File: src/fflte_pkg.sv
// shared types and constants for the fixed-form leader tab expander
package fflte_pkg;

   // fixed field and column widths
   localparam int CHAR_W      = 8;
   localparam int COL_W       = 8;
   localparam int MOD_W       = 3;
   localparam int TAB_STOP    = 6;
   localparam int CONT_COLUMN = 5;

   // character codes
   localparam logic [CHAR_W-1:0] CHAR_SPACE = 8'h20;
   localparam logic [CHAR_W-1:0] CHAR_TAB   = 8'h09;
   localparam logic [CHAR_W-1:0] CHAR_ZERO  = 8'h30;
   localparam logic [CHAR_W-1:0] CHAR_ONE   = 8'h31;
   localparam logic [CHAR_W-1:0] CHAR_NINE  = 8'h39;

   // input item
   typedef struct packed {
      logic              action;
      logic [CHAR_W-1:0] char_in;
   } req_type;

   // result item
   typedef struct packed {
      logic [CHAR_W-1:0] char_out;
      logic              char_valid;
      logic              line_end;
      logic              run_overflow;
      logic              last_of_run;
   } rsp_type;

   // line phase
   typedef enum logic [1:0] {
      PH_LEADER  = 2'd0,
      PH_TEXT    = 2'd1,
      PH_PENDING = 2'd2
   } phase_type;

   // source of an emitted result
   typedef enum logic [1:0] {
      EMIT_SPACE = 2'd0,
      EMIT_ITEM  = 2'd1,
      EMIT_BLANK = 2'd2,
      EMIT_END   = 2'd3
   } emit_kind_type;

   // controller to datapath
   typedef struct packed {
      logic          load_item;
      logic          emit;
      emit_kind_type kind;
      logic          last;
      logic          col_inc;
      logic          fto_clr;
      logic          run_push;
      logic          run_restart;
      logic          run_clear;
      logic          flush_start;
      logic          flush_active;
      logic          flush_step;
      logic          line_reset;
   } cmd_type;

   // datapath to controller
   typedef struct packed {
      logic is_eol;
      logic is_space;
      logic is_tab;
      logic is_digit;
      logic is_digit19;
      logic col_at_max;
      logic col_next_max;
      logic col_lt_cont;
      logic col_lt_stop;
      logic tab_done;
      logic fto;
      logic run_empty;
      logic run_full;
      logic flush_done;
      logic out_free;
   } status_type;

endpackage

File: src/fflte_datapath.sv
// datapath: held item, column tracking, blank run memory and result register
module fflte_datapath import fflte_pkg::*; #(
   parameter int RUN_DEPTH  = 63,
   parameter int COLUMN_MAX = 255
) (
   input  logic       clock,
   input  logic       reset,
   input  req_type    req_data,
   input  cmd_type    cmd,
   output status_type status,
   output logic       rsp_valid,
   output rsp_type    rsp_data,
   input  logic       rsp_stall
);

   localparam int IDX_W = (RUN_DEPTH > 1) ? $clog2(RUN_DEPTH) : 1;
   localparam int CNT_W = $clog2(RUN_DEPTH + 1);

   req_type             item_ff;
   logic [COL_W-1:0]    column_ff;
   logic [MOD_W-1:0]    col_mod_ff;
   logic                fto_ff;
   logic [CNT_W-1:0]    run_count_ff;
   logic                overflow_ff;
   logic [IDX_W-1:0]    flush_idx_ff;
   logic                kinds_mem [RUN_DEPTH];
   logic                kinds_rd_ff;
   logic [IDX_W-1:0]    rd_addr;
   logic [IDX_W-1:0]    wr_addr;
   logic                kinds_we;
   logic                rsp_valid_ff;
   rsp_type             rsp_data_ff;
   rsp_type             rsp_in;
   logic                item_is_tab;

   // item held for the whole sequence
   always_ff @(posedge clock) begin
      if (cmd.load_item) begin
         item_ff <= req_data;
      end
   end

   // character classification
   assign item_is_tab       = (item_ff.char_in == CHAR_TAB);
   assign status.is_eol     = item_ff.action;
   assign status.is_space   = (item_ff.char_in == CHAR_SPACE);
   assign status.is_tab     = item_is_tab;
   assign status.is_digit   = (item_ff.char_in >= CHAR_ZERO) && (item_ff.char_in <= CHAR_NINE);
   assign status.is_digit19 = (item_ff.char_in >= CHAR_ONE) && (item_ff.char_in <= CHAR_NINE);

   // column and tab stop status
   assign status.col_at_max   = (column_ff == COL_W'(COLUMN_MAX));
   assign status.col_next_max = (column_ff == COL_W'(COLUMN_MAX - 1));
   assign status.col_lt_cont  = (column_ff < COL_W'(CONT_COLUMN));
   assign status.col_lt_stop  = (column_ff < COL_W'(TAB_STOP));
   assign status.tab_done     = (col_mod_ff == MOD_W'(TAB_STOP - 1)) || status.col_next_max;
   assign status.fto          = fto_ff;

   // blank run status
   assign status.run_empty  = (run_count_ff == '0);
   assign status.run_full   = (run_count_ff == CNT_W'(RUN_DEPTH));
   assign status.flush_done = (CNT_W'(flush_idx_ff) == run_count_ff - CNT_W'(1));

   // line state; column saturates, col_mod_ff follows column modulo the tab stop
   always_ff @(posedge clock) begin
      if (reset || cmd.line_reset) begin
         column_ff    <= '0;
         col_mod_ff   <= '0;
         fto_ff       <= 1'b1;
         run_count_ff <= '0;
         overflow_ff  <= 1'b0;
      end else begin
         if (cmd.col_inc && !status.col_at_max) begin
            column_ff  <= column_ff + COL_W'(1);
            col_mod_ff <= (col_mod_ff == MOD_W'(TAB_STOP - 1)) ? '0 : col_mod_ff + MOD_W'(1);
         end
         if (cmd.fto_clr) begin
            fto_ff <= 1'b0;
         end
         priority if (cmd.run_restart) begin
            run_count_ff <= CNT_W'(1);
            overflow_ff  <= 1'b1;
         end else if (cmd.run_clear) begin
            run_count_ff <= '0;
         end else if (cmd.run_push) begin
            run_count_ff <= run_count_ff + CNT_W'(1);
         end
      end
   end

   // flush read pointer
   always_ff @(posedge clock) begin
      if (cmd.flush_start) begin
         flush_idx_ff <= '0;
      end else if (cmd.flush_step) begin
         flush_idx_ff <= flush_idx_ff + IDX_W'(1);
      end
   end

   // run memory addressing; reads one entry ahead while flushing
   assign kinds_we = cmd.run_push || cmd.run_restart;
   assign wr_addr  = cmd.run_restart ? '0 : run_count_ff[IDX_W-1:0];

   always_comb begin
      if (!cmd.flush_active) begin
         rd_addr = '0;
      end else if (cmd.flush_step && !status.flush_done) begin
         rd_addr = flush_idx_ff + IDX_W'(1);
      end else begin
         rd_addr = flush_idx_ff;
      end
   end

   // blank kind memory, 1 = tab
   always_ff @(posedge clock) begin
      if (kinds_we) begin
         kinds_mem[wr_addr] <= item_is_tab;
      end
      kinds_rd_ff <= kinds_mem[rd_addr];
   end

   // next result
   always_comb begin
      rsp_in             = '0;
      rsp_in.last_of_run = cmd.last;
      unique case (cmd.kind)
         EMIT_SPACE: begin
            rsp_in.char_out   = CHAR_SPACE;
            rsp_in.char_valid = 1'b1;
         end
         EMIT_ITEM: begin
            rsp_in.char_out   = item_ff.char_in;
            rsp_in.char_valid = 1'b1;
         end
         EMIT_BLANK: begin
            rsp_in.char_out   = kinds_rd_ff ? CHAR_TAB : CHAR_SPACE;
            rsp_in.char_valid = 1'b1;
         end
         EMIT_END: begin
            rsp_in.line_end     = 1'b1;
            rsp_in.run_overflow = overflow_ff;
         end
         default: begin
            rsp_in.char_valid = 1'b0;
         end
      endcase
   end

   // result register
   assign status.out_free = !rsp_valid_ff || !rsp_stall;

   always_ff @(posedge clock) begin
      if (reset) begin
         rsp_valid_ff <= 1'b0;
      end else if (cmd.emit) begin
         rsp_valid_ff <= 1'b1;
      end else if (!rsp_stall) begin
         rsp_valid_ff <= 1'b0;
      end
   end

   always_ff @(posedge clock) begin
      if (cmd.emit) begin
         rsp_data_ff <= rsp_in;
      end
   end

   assign rsp_valid = rsp_valid_ff;
   assign rsp_data  = rsp_data_ff;

endmodule

File: src/fflte_ctrl.sv
// controller: line phase and the per-item result sequencer
module fflte_ctrl import fflte_pkg::*; (
   input  logic       clock,
   input  logic       reset,
   input  logic       req_valid,
   output logic       req_stall,
   input  status_type status,
   output cmd_type    cmd
);

   typedef enum logic [8:0] {
      ST_IDLE      = 9'b000000001,
      ST_DISPATCH  = 9'b000000010,
      ST_LEAD      = 9'b000000100,
      ST_PAD_CONT  = 9'b000001000,
      ST_PAD_HELD  = 9'b000010000,
      ST_PAD_TAB   = 9'b000100000,
      ST_FLUSH     = 9'b001000000,
      ST_EMIT_CHAR = 9'b010000000,
      ST_CLOSE     = 9'b100000000
   } state_type;

   state_type state_ff;
   state_type state_in;
   phase_type phase_ff;
   phase_type phase_in;
   logic      is_blank;

   assign is_blank  = status.is_space || status.is_tab;
   assign req_stall = reset || (state_ff != ST_IDLE);

   // state registers
   always_ff @(posedge clock) begin
      if (reset) begin
         state_ff <= ST_IDLE;
         phase_ff <= PH_LEADER;
      end else begin
         state_ff <= state_in;
         phase_ff <= phase_in;
      end
   end

   // sequencing
   always_comb begin
      state_in = state_ff;
      phase_in = phase_ff;
      cmd      = '0;
      unique case (state_ff)
         ST_IDLE: begin
            if (req_valid) begin
               cmd.load_item = 1'b1;
               state_in      = ST_DISPATCH;
            end
         end

         // pick the path for the held item
         ST_DISPATCH: begin
            cmd.flush_start = 1'b1;
            priority if (phase_ff == PH_PENDING) begin
               phase_in = PH_LEADER;
               if (!status.is_eol && status.is_digit19) begin
                  state_in = ST_PAD_CONT;
               end else begin
                  state_in = ST_PAD_HELD;
               end
            end else if (status.is_eol) begin
               state_in = ST_CLOSE;
            end else if (phase_ff == PH_TEXT) begin
               if (is_blank) begin
                  if (status.run_full) begin
                     state_in = ST_FLUSH;
                  end else begin
                     cmd.run_push = 1'b1;
                     state_in     = ST_IDLE;
                  end
               end else if (status.run_empty) begin
                  state_in = ST_EMIT_CHAR;
               end else begin
                  state_in = ST_FLUSH;
               end
            end else begin
               phase_in = PH_LEADER;
               state_in = ST_LEAD;
            end
         end

         // leading part character
         ST_LEAD: begin
            if (status.is_tab) begin
               cmd.fto_clr = 1'b1;
               if (status.fto && status.col_lt_stop) begin
                  phase_in = PH_PENDING;
                  state_in = ST_IDLE;
               end else if (status.col_at_max) begin
                  state_in = ST_IDLE;
               end else begin
                  state_in = ST_PAD_TAB;
               end
            end else if (status.out_free) begin
               cmd.emit = 1'b1;
               cmd.kind = EMIT_ITEM;
               cmd.last = 1'b1;
               if (status.is_space || status.is_digit) begin
                  cmd.col_inc = 1'b1;
                  cmd.fto_clr = status.is_digit;
               end else begin
                  phase_in = PH_TEXT;
               end
               state_in = ST_IDLE;
            end
         end

         // continuation tab pads to the marker column, a digit follows
         ST_PAD_CONT: begin
            if (!status.col_lt_cont) begin
               state_in = ST_LEAD;
            end else if (status.out_free) begin
               cmd.emit    = 1'b1;
               cmd.kind    = EMIT_SPACE;
               cmd.col_inc = 1'b1;
            end
         end

         // held tab expands to the next stop, then the item itself
         ST_PAD_HELD: begin
            if (status.col_at_max) begin
               state_in = status.is_eol ? ST_CLOSE : ST_LEAD;
            end else if (status.out_free) begin
               cmd.emit    = 1'b1;
               cmd.kind    = EMIT_SPACE;
               cmd.col_inc = 1'b1;
               cmd.last    = status.tab_done && !status.is_eol && status.is_tab &&
                             status.col_next_max;
               if (status.tab_done) begin
                  state_in = status.is_eol ? ST_CLOSE : ST_LEAD;
               end
            end
         end

         // ordinary leading tab
         ST_PAD_TAB: begin
            if (status.out_free) begin
               cmd.emit    = 1'b1;
               cmd.kind    = EMIT_SPACE;
               cmd.col_inc = 1'b1;
               cmd.last    = status.tab_done;
               if (status.tab_done) begin
                  state_in = ST_IDLE;
               end
            end
         end

         // release the buffered blank run
         ST_FLUSH: begin
            cmd.flush_active = 1'b1;
            if (status.out_free) begin
               cmd.emit       = 1'b1;
               cmd.kind       = EMIT_BLANK;
               cmd.flush_step = 1'b1;
               cmd.last       = status.flush_done && is_blank;
               if (status.flush_done) begin
                  if (is_blank) begin
                     cmd.run_restart = 1'b1;
                     state_in        = ST_IDLE;
                  end else begin
                     cmd.run_clear = 1'b1;
                     state_in      = ST_EMIT_CHAR;
                  end
               end
            end
         end

         ST_EMIT_CHAR: begin
            if (status.out_free) begin
               cmd.emit = 1'b1;
               cmd.kind = EMIT_ITEM;
               cmd.last = 1'b1;
               state_in = ST_IDLE;
            end
         end

         // line end result, then back to the start of a line
         ST_CLOSE: begin
            if (status.out_free) begin
               cmd.emit       = 1'b1;
               cmd.kind       = EMIT_END;
               cmd.last       = 1'b1;
               cmd.line_reset = 1'b1;
               phase_in       = PH_LEADER;
               state_in       = ST_IDLE;
            end
         end

         default: begin
            state_in = ST_IDLE;
         end
      endcase
   end

endmodule

File: src/fixed_form_leader_tab_expander_top.sv
// top level of the fixed-form leader tab expander
// Takes one character (or end of line) per transfer and emits the expanded line as one
// result per output transfer. The block takes one item at a time: an item is taken in,
// then decoded, then the single result sequencer emits its results in turn, holding while
// the output is stalled; a buffered blank is taken in and decoded and produces nothing.
// Some items also pass through the leader state: a leading tab before its padding, a
// continuation pad whose digit the leader state emits, a tab after a resolved held tab,
// and a held tab or a tab at the column limit, which give no result. The blank run
// buffer holds up to RUN_DEPTH entries in a small memory with no reset and no clearing pass;
// a run is replayed one entry per cycle while the output is not stalled. A tab in the
// first columns is held until the next item shows whether it marks a continuation line.
module fixed_form_leader_tab_expander_top import fflte_pkg::*; #(
   parameter int RUN_DEPTH  = 63,
   parameter int COLUMN_MAX = 255
) (
   input  logic    clock,
   input  logic    reset,
   input  logic    req_valid,
   output logic    req_stall,
   input  req_type req_data,
   output logic    rsp_valid,
   input  logic    rsp_stall,
   output rsp_type rsp_data
);

   cmd_type    cmd;
   status_type status;

   // controller
   fflte_ctrl u_ctrl (
      .clock     (clock),
      .reset     (reset),
      .req_valid (req_valid),
      .req_stall (req_stall),
      .status    (status),
      .cmd       (cmd)
   );

   // datapath
   fflte_datapath #(
      .RUN_DEPTH  (RUN_DEPTH),
      .COLUMN_MAX (COLUMN_MAX)
   ) u_datapath (
      .clock     (clock),
      .reset     (reset),
      .req_data  (req_data),
      .cmd       (cmd),
      .status    (status),
      .rsp_valid (rsp_valid),
      .rsp_data  (rsp_data),
      .rsp_stall (rsp_stall)
   );

endmodule

File: config.mk
export PLATFORM = sky130hd
export DESIGN_NAME = fixed_form_leader_tab_expander_top
export DESIGN_NICKNAME = d
export VERILOG_FILES = /design/src/fflte_pkg.sv /design/src/fflte_datapath.sv /design/src/fflte_ctrl.sv /design/src/fixed_form_leader_tab_expander_top.sv
export SDC_FILE = /design/constraint.sdc
export NUM_CORES = 1
export LEC_CHECK = 0
export BUFFER_PORTS_ARGS = -buffer_cell sky130_fd_sc_hd__clkbuf_2
export CAP_MARGIN = 10
export CORE_AREA = 2 2 111 113
export CTS_CLUSTER_DIAMETER = 150
export CTS_CLUSTER_SIZE = 28
export DETAILED_ROUTE_END_ITERATION = 16
export DIE_AREA = 0 0 113 115
export PLACE_DENSITY = 0.71
export REMOVE_ABC_BUFFERS = 1
export SYNTH_ARGS = -nofsm -noshare
export SYNTH_HDL_FRONTEND = slang
export SYNTH_SLANG_ARGS = --single-unit
export TNS_END_PERCENT = 20
File: constraint.sdc
create_clock -name clock -period 9.29 [get_ports clock]
set_clock_uncertainty 0.1 [all_clocks]
set_input_delay 2.787 -clock clock [delete_from_list [all_inputs] [get_ports clock]]
set_output_delay 2.787 -clock clock [all_outputs]
set_load 0.005 [all_outputs]
==> results of run 1 <==
## through the flow
stage	util [%]	power (W)	worst slack [ns]
final	60.0	0.00128	2.94
after CTS	60.0	0.00129	2.92
after detailed placement	55.3	0.000666	2.92
after global placement	55.3	0.000666	2.94
after floorplan	-	0.000647	3.32
after global routing	60.0	0.00132	2.88
## per-layer routing
layer	part of all wire [%]	track usage, %
met5	0	0
met4	3.6	12.4
met3	4.9	4.80
met2	50	40.8
met1	42	28.4
## flip-flops by register name, indices dropped and copies added, names as in the netlist
name and count:
u_datapath.rsp_valid 1, u_datapath.kinds_mem 63, u_ctrl.state_ff 9, u_ctrl.phase_ff 2, u_datapath.run_count_ff 6, u_datapath.status 1
u_datapath.flush_idx_ff 6, u_datapath.kinds_rd_ff 1, u_datapath.overflow_ff 1, u_datapath.rsp_data 12, u_datapath.item_ff 8, u_datapath.col_mod_ff 3
u_datapath.column_ff 8, u_datapath.fto_ff 1
## path summary, 6_finish.rpt
| path | slack [ns] | endpoint | depth (start not counted) |
|---|---|---|---|
| worst max-delay path | 2.94 | req_stall | 3 |
| worst min-delay path | 0.37 | u_datapath.overflow_ff$_SDFFE_PP0P_ | 2 |
| worst max register to register | 5.00 | u_datapath.kinds_rd_ff$_DFF_P_ | 12 |
| worst min register to register | 0.37 | u_datapath.overflow_ff$_SDFFE_PP0P_ | 2 |
## critical path, cell delays in order
cell and delay [ns]:
clkbuf_2 0.20, or2_2 0.35, clkbuf_2 0.11
## final cells by class
type                    count  area share [%]
flip-flops and latches    122            46.3
clock inverters             9            1.39
multi-input cells         449            40.4
inverters                  13           0.688
well taps                 147            2.59
repair buffers             29            2.15
clock buffers              23            6.46
## power groups by stage
stage	Combinational (W)	Clock (W)	Sequential, W
after floorplan	0.0000395	0	0.000607
after global placement	0.0000545	0	0.000611
after detailed placement	0.0000546	0	0.000612
after CTS	0.0000550	0.000635	0.000600
after global routing	0.0000613	0.000657	0.000602
final	0.0000557	0.000626	0.000601
## synth_stat cells, types with 2 or more instances
cell type	n	share of area, %
a211o_1	3	0.41
a211oi_1	5	0.59
a21boi_0	2	0.24
a21oi_1	21	1.7
a221oi_2	2	0.47
a22o_1	2	0.28
a31oi_1	2	0.20
a32oi_1	3	0.41
and2_1	12	1.2
and3_1	10	0.99
and4b_1	2	0.32
buf_2	4	0.32
buf_4	3	0.35
buf_6	5	0.89
clkbuf_1	14	0.83
dfxtp_1	38	12
edfxtp_1	84	40
ha_1	7	1.4
inv_1	12	0.71
mux2_2	4	0.71
mux2i_1	35	5.5
nand2_1	40	2.4
nand2b_1	8	0.79
nand3_1	24	1.9
nand3b_1	5	0.59
nand4_1	10	0.99
nand4b_1	5	0.69
nor2_1	119	7.0
nor2b_1	5	0.49
nor3_1	11	0.87
nor3b_1	2	0.24
nor4_1	4	0.39
nor4_4	2	0.67
nor4b_1	2	0.28
o2111ai_1	2	0.28
o211ai_1	7	0.83
o21ai_0	19	1.5
or2_2	2	0.20
or3_1	8	0.79
or4_1	4	0.47
or4b_2	2	0.32
xnor2_1	17	2.3
xor2_1	12	1.7
## logic make-up after synthesis
family | after synthesis | synth area share, %
flops | 122 | 51.7
buf+inv | 40 | 3.21
mux | 41 | 6.76
compound gates | 86 | 9.87
fa+ha+maj | 8 | 1.54
simple gates | 284 | 22.7
xor+xnor | 30 | 4.26
==> flow_summary.toml, run 1 <==
[final_layout]
final_area_um2 = 7090
n_antenna_cell = 0
fin_cells = 792
fillers = 1022
drive_gt1_share_pct = 12.2
final_cell_mix = "nor2_1 (119), edfxtp_1 (84), nand2_1 (40), dfxtp_1 (38), mux2i_1 (35)"
mostFrequentLayoutCell = "nor2_1"
fin_nets = 652
seq_area_um2 = 3280
multi_input_area_um2 = 2860
syn2layout_area_growth_pct = 11.6

[worst_setup_path]
critPathMaxFanout = 14
r2r-start = "u_datapath.run_count_ff[0]$_SDFFE_PP0P_"
cp-start-kind = "input pin"
path_class = "input pin to primary output"
cp.required_ns = 6.40
worstSetupEndpointType = "primary output"
cp.arrival_ns = 3.46
critPathLaunch = "reset"

[pwr]
p_clk_share_pct = 48.8
vdd_drop_max_uv = 101
switching_power_w = 0.000275
p_per_area_nw_per_um2 = 181
internal_power_w = 0.00101
sw_frac_of_total_pct = 21.5
p_leak_nw = 2.27
p_comb_share_pct = 4.3
p_seq_share_pct = 46.8

[clock_network]
tritoncts = "done"
cts.sinks = 122
htree_levels = 4
clockBufferDepth = 2
cts_root_buffer = "clkbuf_16"
path_clk_slew_ns = 0.05
cts_hold_repair.buffers = 0
cts_buffers = 17
post_cts_buffers = 0
insertion_delay_ns = 0.42
cts.repair.resized = 0

[synth]
async_reset_ff_share_pct = 0
yosysUniqueCellTypes = 74
synth_warnings = 0
syn_area_um2 = 6350
synth_edf_count = 84
ys.flop_type = "edfxtp_1"
yosys_register_bits = 122
syn_inst = 611
synth-seq-area-share_pct = 51.7
syn_avg_cell_area_um2 = 10.4

[floorplan]
fp-row-count = 40
die_area_um2 = 13000
core_um2 = 11800
start_util_pct = 53.8
die_h_um = 115
die_w_um = 113
ioPinCount = 27

[route]
ant_nets = 0
drt_pass1_iterations = 5
first_iter_violations = 454
wl_um = 14800
via_count = 4761
drcViolationCount = 0
routedWlPerCell_um = 18.6
viasPerCell = 6.01

[timing]
min_period_ns = 6.35
relSlewSlack_pct = 29.1
fmaxAchievable_ghz = 0.157
rsz0062_at_grt = "no"
fin_crit_sh_pct = 68.4
tns_ns = 0
tightest_slew_ns = 1.06
setup_violations = 0
whs_ns = 0.375
finalHoldViolCount = 0
slew_violations = 0

[global_routing]
track_usage_pct = 23.8
antenna_found_initial = 0
grt_max_degree = 66
grt_pass1_vias = 4767
overflow = 0
grt_pass1_wl_um = 23600

[worst_hold_path]
hold_path_class = "flip-flop to flip-flop"
hp-start = "u_datapath.overflow_ff$_SDFFE_PP0P_"

[outcome]
status = "finished clean"

[placed_design]
place_congestion = 0.924
dp_cells = 760
hpwl_um = 10200
portBuffers = 26
dpl_cell_area_um2 = 6530

[run]
drv_cap = 0
Power figures use the tool's default switching activity.
==> run 2: changes to the inputs <==
--- a/config.mk
+++ b/config.mk
@@ -12,7 +12,7 @@
 export CTS_CLUSTER_SIZE = 28
 export DETAILED_ROUTE_END_ITERATION = 16
 export DIE_AREA = 0 0 113 115
-export PLACE_DENSITY = 0.71
+export PLACE_DENSITY = 0.74
 export REMOVE_ABC_BUFFERS = 1
 export SYNTH_ARGS = -nofsm -noshare
 export SYNTH_HDL_FRONTEND = slang
==> constraint.sdc (replaced) <==
create_clock -name clock -period 5.25 [get_ports clock]
set_clock_uncertainty 0.1 [all_clocks]
set_input_delay 1.575 -clock clock [delete_from_list [all_inputs] [get_ports clock]]
set_output_delay 1.575 -clock clock [all_outputs]
set_load 0.005 [all_outputs]
==> flow_summary.toml, run 2 (synthesis results as in run 1) <==
[route]
drcViolationCount = 0
ant_nets = 0
wl_um = 14700
drt_pass1_iterations = 5
via_count = 4825
first_iter_violations = 612
routedWlPerCell_um = 18.4
viasPerCell = 6.06

[final_layout]
fillers = 983
fin_nets = 656
regMostFlops = "u_datapath.kinds_mem"
n_antenna_cell = 0
multi_input_area_um2 = 2860
syn2layout_area_growth_pct = 12.3
final_cell_mix = "nor2_1 (119), edfxtp_1 (84), nand2_1 (40), dfxtp_1 (38), mux2i_1 (35)"
mostFrequentLayoutCell = "nor2_1"
seq_area_um2 = 3280
largest_reg_flops = 63
drive_gt1_share_pct = 12.5

[global_routing]
track_usage_pct = 23.8
grt_pass1_wl_um = 23800
antenna_found_initial = 0
grt_use_met2_pct = 39.7
grt_max_degree = 66
grt_pass1_vias = 4759
grt_util_met3_pct = 5.27
gr-max-usage-layer = "met2"
overflow = 0
grtUsageMet1_pct = 29.8

[worst_setup_path]
cpMaxStageDelayCell = "or4b_2"
critPathMaxFanout = 6
worstSetupEndpointType = "primary output"
path_class = "flip-flop to primary output"
cp-start-kind = "flip-flop"
cp.required_ns = 3.58
worstPathCellList = "nor3_1, nand3b_1, or4b_2, or2_2, clkbuf_2"
critPathBufInv = 1
max_stage_delay_ns = 0.71
cp.arrival_ns = 2.46
critPathTopFamily = "simple AND/OR/NAND/NOR gates"

[floorplan]
fp-row-count = 40
die_w_um = 113
die_area_um2 = 13000
core_um2 = 11800
start_util_pct = 53.8
die_h_um = 115
ioPinCount = 27

[outcome]
status = "finished clean"

[clock_network]
path_clk_slew_ns = 0.05
cts.repair.resized = 0
insertion_delay_ns = 0.42
htree_levels = 4
cts.sinks = 122
cts_hold_repair.buffers = 0
post_cts_buffers = 0
cts_root_buffer = "clkbuf_16"
cts_buffers = 17
tritoncts = "done"
clockBufferDepth = 2

[timing]
whs_ns = 0.379
finalHoldViolCount = 0
fin_crit_sh_pct = 78.8
worst_slack_ns = 1.11
tns_ns = 0
relSlewSlack_pct = 31.1
tightest_slew_ns = 1.03
slew_violations = 0
min_period_ns = 4.14
setup_violations = 0
rsz0062_at_grt = "no"
fmaxAchievable_ghz = 0.242

[placed_design]
place_ws_ns = 0.816
portBuffers = 26
place_congestion = 0.948
hpwl_um = 10200

[run]
drv_cap = 0

[pwr]
vdd_drop_max_uv = 210
p_per_area_nw_per_um2 = 324
p_leak_nw = 2.30

[worst_hold_path]
hold_path_class = "flip-flop to flip-flop"
==> run 2: cell types whose count changed in the layout (fill, tap and decap cells not counted) <==
cell        previous run  this run
clkinv_1               2         3
clkinv_2               4         2
clkbuf_8               1         0
bufinv_16              2         3
clkbuf_1               5         6
clkinv_4               0         1
clkinvlp_4             2         1
buf_4                  3         7
==> run 2: cell type report <==
cell class	count	share of cell area (%)
Sequential cell	122	46.0
Multi-Input combinational cell	449	40.1
Clock buffer	23	6.28
Tap cell	147	2.58
Timing Repair Buffer	33	2.56
Clock inverter	9	1.74
Inverter	13	0.684
==> run 2: tightest hold or removal path, delay by kind of cell (launching register included) <==
family	cells	cell delay, ns
flip-flops	1	0.30
AO/OA/AOI/OAI	1	0.06
buffers and inverters	1	0.06
==> run 2: path summary, 6_finish.rpt <==
path	startpoint	to	slack, ns	cells after the start
setup / recovery	u_ctrl.state_ff[3]$_SDFFE_PP0P_	req_stall	1.11	5
hold reg to reg	u_datapath.overflow_ff$_SDFFE_PP0P_	u_datapath.overflow_ff$_SDFFE_PP0P_	0.38	2
setup reg to reg	u_datapath.run_count_ff[1]$_SDFFE_PP0P_	u_datapath.kinds_rd_ff$_DFF_P_	1.26	13
hold / removal	u_datapath.overflow_ff$_SDFFE_PP0P_	u_datapath.overflow_ff$_SDFFE_PP0P_	0.38	2
==> run 2: where the power goes <==
group | internal [W] | total, W | leakage, nW | switching, W
Combinational | 0.0000406 | 0.0000988 | 0.988 | 0.0000582
Sequential | 0.00104 | 0.00106 | 1.04 | 0.0000254
Clock | 0.000741 | 0.00115 | 0.274 | 0.000405
Total | 0.00182 | 0.00231 | 2.30 | 0.000489
==> run 2: through the flow <==
step	utilization, %	total power (W)	cells	cell area (um2)
global route	60.4	0.00237	796	7130
floorplan	-	0.00114	584	6200
CTS	60.4	0.00231	796	7130
global placement	55.6	0.00117	764	6560
detailed placement	55.6	0.00118	764	6560
finish	60.4	0.00231	796	7130
==> run 2: routing by layer <==
layer  wire length [um]  vias to the layer above
met2               7250                      159
met1               6210                     2350
met3                802                       36
li1                   -                     2280
met5                  0                        -
met4                416                        0
==> run 3: changes to the inputs <==
==> constraint.sdc (replaced) <==
create_clock -name clock -period 3.7 [get_ports clock]
set_clock_uncertainty 0.1 [all_clocks]
set_input_delay 1.11 -clock clock [delete_from_list [all_inputs] [get_ports clock]]
set_output_delay 1.11 -clock clock [all_outputs]
set_load 0.005 [all_outputs]
==> flow_summary.toml, run 3 (synthesis results as in run 1) <==
[timing]
tightest_slew_ns = 0.730
setup_violations = 0
min_period_ns = 3.61
slew_violations = 0
fin_crit_sh_pct = 97.5
whs_ns = 0.382
rsz0062_at_grt = "no"
tns_ns = 0
finalHoldViolCount = 0
relSlewSlack_pct = 51.1
fmaxAchievable_ghz = 0.277

[placed_design]
place_congestion = 0.945
hpwl_um = 10600
portBuffers = 26

[clock_network]
htree_levels = 4
post_cts_buffers = 0
cts.repair.resized = 0
cts.sinks = 122
cts_buffers = 17
tritoncts = "done"
clockBufferDepth = 2
path_clk_slew_ns = 0.05
cts_root_buffer = "clkbuf_16"
insertion_delay_ns = 0.42
cts_hold_repair.buffers = 0

[floorplan]
start_util_pct = 53.8
ioPinCount = 27
die_w_um = 113
core_um2 = 11800
die_h_um = 115
die_area_um2 = 13000
fp-row-count = 40

[pwr]
vdd_drop_max_uv = 280
sw_frac_of_total_pct = 21.6
p_comb_share_pct = 4.3
p_leak_nw = 2.41
switching_power_w = 0.000717
p_seq_share_pct = 45.4
internal_power_w = 0.00260
p_clk_share_pct = 50.2
p_per_area_nw_per_um2 = 454

[route]
drcViolationCount = 0
ant_nets = 0
viasPerCell = 6.05
drt_pass1_iterations = 5
via_count = 4924
wl_um = 15100
routedWlPerCell_um = 18.5
first_iter_violations = 417

[global_routing]
antenna_found_initial = 0
track_usage_pct = 24.3
overflow = 0
grt_max_degree = 65
grt_pass1_vias = 4814
grt_pass1_wl_um = 24000

[final_layout]
largest_reg_flops = 63
n_antenna_cell = 0
seq_area_um2 = 3280
fin_nets = 674
mostFrequentLayoutCell = "nor2_1"
multi_input_area_um2 = 2860
regMostFlops = "u_datapath.kinds_mem"
final_cell_mix = "nor2_1 (119), edfxtp_1 (84), nand2_1 (40), dfxtp_1 (38), mux2i_1 (35)"
drive_gt1_share_pct = 15.7
syn2layout_area_growth_pct = 15.2
fillers = 983
post-route-util_pct = 62.0

[worst_setup_path]
cp-start-kind = "flip-flop"
worstSetupEndpointType = "primary output"
cp.required_ns = 2.49
path_class = "flip-flop to primary output"
critPathMaxFanout = 6
cp.arrival_ns = 2.40

[worst_hold_path]
hold_path_class = "flip-flop to flip-flop"

[outcome]
status = "finished clean"

[run]
drv_cap = 0
[run 3: cell count changes in the layout (fill, tap and decap cells not counted), moves of 2 or more]
cell and change:
clkbuf_1 -4, clkinv_2 +3, buf_4 +16, buf_12 +2
clkinv_1 -2, clkinv_4 +2
[run 3: cell type report]
| type | count | area share (%) |
|---|---|---|
| clock buffers | 20 | 6.10 |
| clock inverters | 12 | 2.03 |
| inverters | 13 | 0.667 |
| multi-input cells | 449 | 39.1 |
| flip-flops and latches | 122 | 44.9 |
| well taps | 147 | 2.51 |
| repair buffers | 51 | 4.68 |
[run 3: worst max-delay path: stages (launching register included)]
cell and delay [ns]:
dfxtp_1 0.35, nor3_1 0.32, nand3b_1 0.17, or4b_2 0.71
or2_2 0.32, clkbuf_2 0.12
[run 3: power by group through the flow]
stage               Combinational (W)  Sequential, W  Clock, W
floorplan                   0.0000992        0.00152         0
global placement             0.000137        0.00153         0
detailed placement           0.000140        0.00154         0
CTS                          0.000142        0.00151   0.00169
global route                 0.000159        0.00151   0.00174
finish                       0.000144        0.00151   0.00167
[run 3: metrics by stage]
step | power (W) | instances | worst slack [ns] | instance area (um2)
floorplan | 0.00162 | 584 | -0.0905 | 6200
global placement | 0.00167 | 782 | 0.255 | 6720
detailed placement | 0.00168 | 782 | 0.185 | 6720
CTS | 0.00334 | 814 | 0.0769 | 7320
global route | 0.00341 | 814 | 0.00436 | 7320
finish | 0.00332 | 814 | 0.0907 | 7320
[run 3: path summary, 6_finish.rpt]
| kind | start | endpoint | slack (ns) | cells past startpoint |
|---|---|---|---|---|
| setup / recovery | u_ctrl.state_ff[3]$_SDFFE_PP0P_ | req_stall | 0.09 | 5 |
| hold / removal | u_datapath.overflow_ff$_SDFFE_PP0P_ | u_datapath.overflow_ff$_SDFFE_PP0P_ | 0.38 | 2 |
| setup reg to reg | u_datapath.run_count_ff[1]$_SDFFE_PP0P_ | u_datapath.kinds_rd_ff$_DFF_P_ | 0.20 | 13 |
| hold reg to reg | u_datapath.overflow_ff$_SDFFE_PP0P_ | u_datapath.overflow_ff$_SDFFE_PP0P_ | 0.38 | 2 |
[run 3: metal layers]
layer	global-route usage, %	vias to the layer above	part of all wire [%]
met5	0	-	0
met4	11.6	0	3.3
met3	5.17	44	5.2
met2	42.0	177	50
met1	29.1	2390	42
li1	-	2313	-
